--- src/design/digit_key_shift_cipher_unit_assert.svh ---
// Assertion macros used by the cipher RTL.
`ifndef DIGIT_KEY_SHIFT_CIPHER_UNIT_ASSERT_SVH
`define DIGIT_KEY_SHIFT_CIPHER_UNIT_ASSERT_SVH

// Same-cycle implication, checked out of reset.
`define DKC_ASSERT_IMPL(lbl, ante, cons) \
  lbl: assert property (@(posedge clk_i) disable iff (!rst_ni) (ante) |-> (cons)) \
    else $error("dkc: implication check failed");

// Next-cycle implication, checked out of reset.
`define DKC_ASSERT_NEXT(lbl, ante, cons) \
  lbl: assert property (@(posedge clk_i) disable iff (!rst_ni) (ante) |=> (cons)) \
    else $error("dkc: next-cycle check failed");

`endif

--- src/design/dkc_pkg.sv ---
package dkc_pkg;

  localparam int unsigned PointW = 21;
  localparam int unsigned DigitW = 4;
  localparam int unsigned KeyW   = 64;
  localparam int unsigned LenW   = 5;
  localparam int unsigned PosW   = 4;
  localparam int unsigned SlotW  = 7;

  // Configuration register indexes
  localparam logic [1:0] RegKeyDigits = 2'd0;
  localparam logic [1:0] RegKeyLength = 2'd1;
  localparam logic [1:0] RegDirection = 2'd2;

  localparam logic [PointW-1:0] AsciiLow   = 21'd32;
  localparam logic [PointW-1:0] AsciiHigh  = 21'd126;
  localparam logic [SlotW-1:0]  AsciiSpan  = 7'(126 - 32 + 1);
  localparam logic [SlotW-1:0]  CyrSpan    = 7'd33;
  localparam logic [SlotW-1:0]  CyrExtra   = 7'd32;
  localparam logic [PointW-1:0] CyrUpBase  = 21'h000410;
  localparam logic [PointW-1:0] CyrUpExtra = 21'h000401;
  localparam logic [PointW-1:0] CyrLoBase  = 21'h000430;
  localparam logic [PointW-1:0] CyrLoExtra = 21'h000451;

  typedef struct packed {
    logic [PointW-1:0] code_point;
    logic              message_start;
  } in_item_t;

  typedef struct packed {
    logic [PointW-1:0] result_point;
  } out_item_t;

  typedef struct packed {
    logic [1:0]      index;
    logic [KeyW-1:0] value;
  } cfg_item_t;

  // Shift selected for one item, handed from key scheduler to datapath
  typedef struct packed {
    logic [DigitW-1:0] shift;
    logic              decrypt;
  } key_sel_t;

endpackage

--- src/design/dkc_rotate.sv ---
module dkc_rotate (
  input  logic [dkc_pkg::PointW-1:0] code_point_i,
  input  dkc_pkg::key_sel_t          key_i,
  output logic [dkc_pkg::PointW-1:0] result_point_o
);
  import dkc_pkg::*;

  logic              ascii_hit, up_hit, lo_hit;
  logic [PointW-1:0] base, extra;
  logic [SlotW-1:0]  slot, span;
  logic [SlotW:0]    sum, wrapped;

  always_comb begin
    ascii_hit = (code_point_i >= AsciiLow) && (code_point_i <= AsciiHigh);
    up_hit    = ((code_point_i >= CyrUpBase) && (code_point_i <= CyrUpBase + PointW'(31)))
                || (code_point_i == CyrUpExtra);
    lo_hit    = ((code_point_i >= CyrLoBase) && (code_point_i <= CyrLoBase + PointW'(31)))
                || (code_point_i == CyrLoExtra);

    base  = up_hit ? CyrUpBase : CyrLoBase;
    extra = up_hit ? CyrUpExtra : CyrLoExtra;
    span  = ascii_hit ? AsciiSpan : CyrSpan;

    if (ascii_hit) begin
      slot = SlotW'(code_point_i - AsciiLow);
    end else if (code_point_i == extra) begin
      slot = CyrExtra;
    end else begin
      slot = SlotW'(code_point_i - base);
    end

    // both cases land below twice the span, so one conditional subtract wraps
    if (key_i.decrypt) begin
      sum = {1'b0, slot} + {1'b0, span} - (SlotW+1)'(key_i.shift);
    end else begin
      sum = {1'b0, slot} + (SlotW+1)'(key_i.shift);
    end
    wrapped = (sum >= {1'b0, span}) ? sum - {1'b0, span} : sum;

    if (ascii_hit) begin
      result_point_o = AsciiLow + PointW'(wrapped);
    end else if (up_hit || lo_hit) begin
      result_point_o = (wrapped[SlotW-1:0] == CyrExtra) ? extra : base + PointW'(wrapped);
    end else begin
      result_point_o = code_point_i;
    end
  end

endmodule

--- config.mk ---
export PLATFORM = sky130hd
export DESIGN_NAME = dkc_rotate
export DESIGN_NICKNAME = d
export VERILOG_FILES = /design/src/design/digit_key_shift_cipher_unit_assert.svh /design/src/design/dkc_pkg.sv /design/src/design/dkc_rotate.sv
export SDC_FILE = /design/constraint.sdc
export NUM_CORES = 1
export LEC_CHECK = 0
export ABC_AREA = 1
export BUFFER_PORTS_ARGS = -buffer_cell sky130_fd_sc_hd__buf_2
export CAP_MARGIN = 20
export CORE_MARGIN = 4
export CORE_UTILIZATION = 60
export DETAILED_ROUTE_END_ITERATION = 7
export PLACE_DENSITY = 0.93
export RECOVER_POWER = 25
export SYNTH_ARGS = -nofsm -noshare
export SYNTH_HDL_FRONTEND = slang
export SYNTH_SLANG_ARGS = --single-unit
--- constraint.sdc ---
create_clock -name vclk -period 7
set_input_delay 0.7 -clock vclk [all_inputs]
set_output_delay 0.7 -clock vclk [all_outputs]
set_load 0.03 [all_outputs]
==> results.txt <==
top cells by area, synth: ha_1, nand2_1, inv_1, nor2_1, nand3_1
Period minus WS final: 6580 ps
Die Wd: 71.2 um
status: completed
vias: 2784
Std-Cell Rows: 22
post-DP HPWL: 5.41 mm
largest net degree at the start of global routing: 18
cell family with most CP delay: simple AND/OR/NAND/NOR gates
Non-Filler Cell Area, Final: 2730 um2
count of input and output buffers: 47
Tot GR Track Use: 24.8%
placed inst area: 2630 um2
CP peak stage delay: 440 ps
crit-path most repeated cell: nand2_1
Core Box Area: 3770 um2
critical path required time: 6300 ps
# clk buffers: 0
Critical Path Start Type: input pin
YS warnings: 0
Synth top area share: 16.2%
initial antenna violation count: 0
critical path class: input pin to primary output
actual slew at the worst max-slew pin: 692 ps
Slew Limit Headroom: 53.4%
DR vias/cell: 5.74
Area Growth Syn to Fin: 14.0%
routed len/inst: 13.9 um
full die area: 5070 um2
Pre-antenna DRT Iters: 5
sequential-to-total area share from yosys stat: 0%
Setup-failing EPs final: 0
area leader, netlist: ha_1
Place WS: 209 ps
die height: 71.2 um
routed wire length: 6.76 mm
Mapped Avg Cell Area: 6.02 um2
crit-path max FO: 9
Cells after Synth: 398
post-synth net total: 462
HP Class: input pin to primary output
crit end category: primary output
drt drc: 0
FILL cells: 315
final worst setup slack: 418 ps
Multi-input gate area: 2150 um2
ratio of cells with drive above 1 in the final layout: 28.1%
register area: 0 um2
Hold Fails Final Rpt: 0
f_max: 152 MHz
post-synthesis cell area: 2400 um2
NumNets Final: 503
first-pass GRT wire length: 10.8 mm
Peak VDD IR: 0.110 mV
total congestion overflow: 0
P_leak: 1.42 nW
Iter 0 DRT Violations: 217
Routed Antenna Nets: 0
Max Cap Viol: 0
sequential cells: 0
Starting Density: 63.6%
combined buffer and inverter count along the critical path: 9
diodes inserted: 0
max-slew violation count: 0
io pins: 47
pwr dens: 111 nW/um2
GPL Wtd Cong: 0.976
Worst Path Arrival: 5880 ps
Yosys cell types: 49
CP max-delay cell: fa_1
Period Utilization, post-route: 94.0%
vias in the first global route: 2492
-- cells by family after synthesis --
logic type                 after synthesis  share of synthesized area (%)
buffers and inverters                   75                           12.0
and+or+nand+nor                        227                           49.0
muxes                                    1                          0.418
AOI/OAI and AO/OA                       44                           11.8
adders and majority gates               38                           22.0
xor gates and xnor gates                13                           4.75
-- metal layers --
metal / GRT usage, % / share of wire (%) / vias to the layer above
met5: 0 / 0 / -
met4: 7.72 / 2.8 / 0
met2: 45.8 / 52 / 121
met3: 1.54 / 6.1 / 18
met1: 30.3 / 39 / 1287
li1: - / - / 1358
-- synthesized netlist by cell type, drive strengths merged (7+ instances only) --
| library cell | instances |
|---|---|
| o21ai | 11 |
| xor2 | 10 |
| nand2 | 115 |
| nand3 | 35 |
| nor3 | 9 |
| clkbuf | 16 |
| nand4 | 8 |
| ha | 31 |
| nor2 | 54 |
| fa | 7 |
| inv | 55 |
| a21oi | 18 |
-- cell type report --
type               instances  share of cell area (%)
inverters                 57                    8.01
repair buffers            57                    11.1
well taps                 48                    2.20
multi-input cells        323                    78.7
-- report_power, final --
| group | internal, mW | switching (mW) | total [mW] |
|---|---|---|---|
| Combinational | 0.111 | 0.193 | 0.304 |
| Clock | 0 | 0 | 0 |
| Sequential | 0 | 0 | 0 |
| Total | 0.111 | 0.193 | 0.304 |
-- cells in the final DEF (no fill, tap or decap), drive strengths merged, types with 2 or more instances in the layout --
cell type,synthesis,layout
xnor2,3,3
clkinv,2,2
nor3,9,9
nand4,8,8
buf,2,52
a22oi,2,2
or2,2,2
fa,7,7
ha,31,31
o21ai,11,11
nand3b,3,3
nand3,35,35
nand2,115,115
clkbuf,16,5
inv,55,54
nor2,54,54
xor2,10,10
a31oi,3,3
o31ai,2,2
a21oi,18,18
-- through the flow --
stage	power, mW	utilization [%]	hold WS (ps)	TNS (ps)	std cells
detailed placement	0.284	69.7	1680	0	476
finish	0.304	72.5	1680	0	485
floorplan	0.224	-	1580	0	398
CTS	0.286	69.7	1680	0	476
global route	0.338	72.5	1690	-40.2	485
global placement	0.277	69.7	1680	0	476
-- final timing paths --
kind / from / endpoint / slack, ps / depth (start not counted)
worst min-delay path: code_point_i[20] / result_point_o[20] / 1680 / 2
worst max-delay path: code_point_i[6] / result_point_o[6] / 420 / 42
-- repair_timing --
item | 4_1_cts | 5_1_grt
hold buffers | 0 | 0
gates resized for setup | 0 | 13
setup endpoints to repair | 0 | 5
setup buffers | 0 | 9
Power figures use the tool's default switching activity.
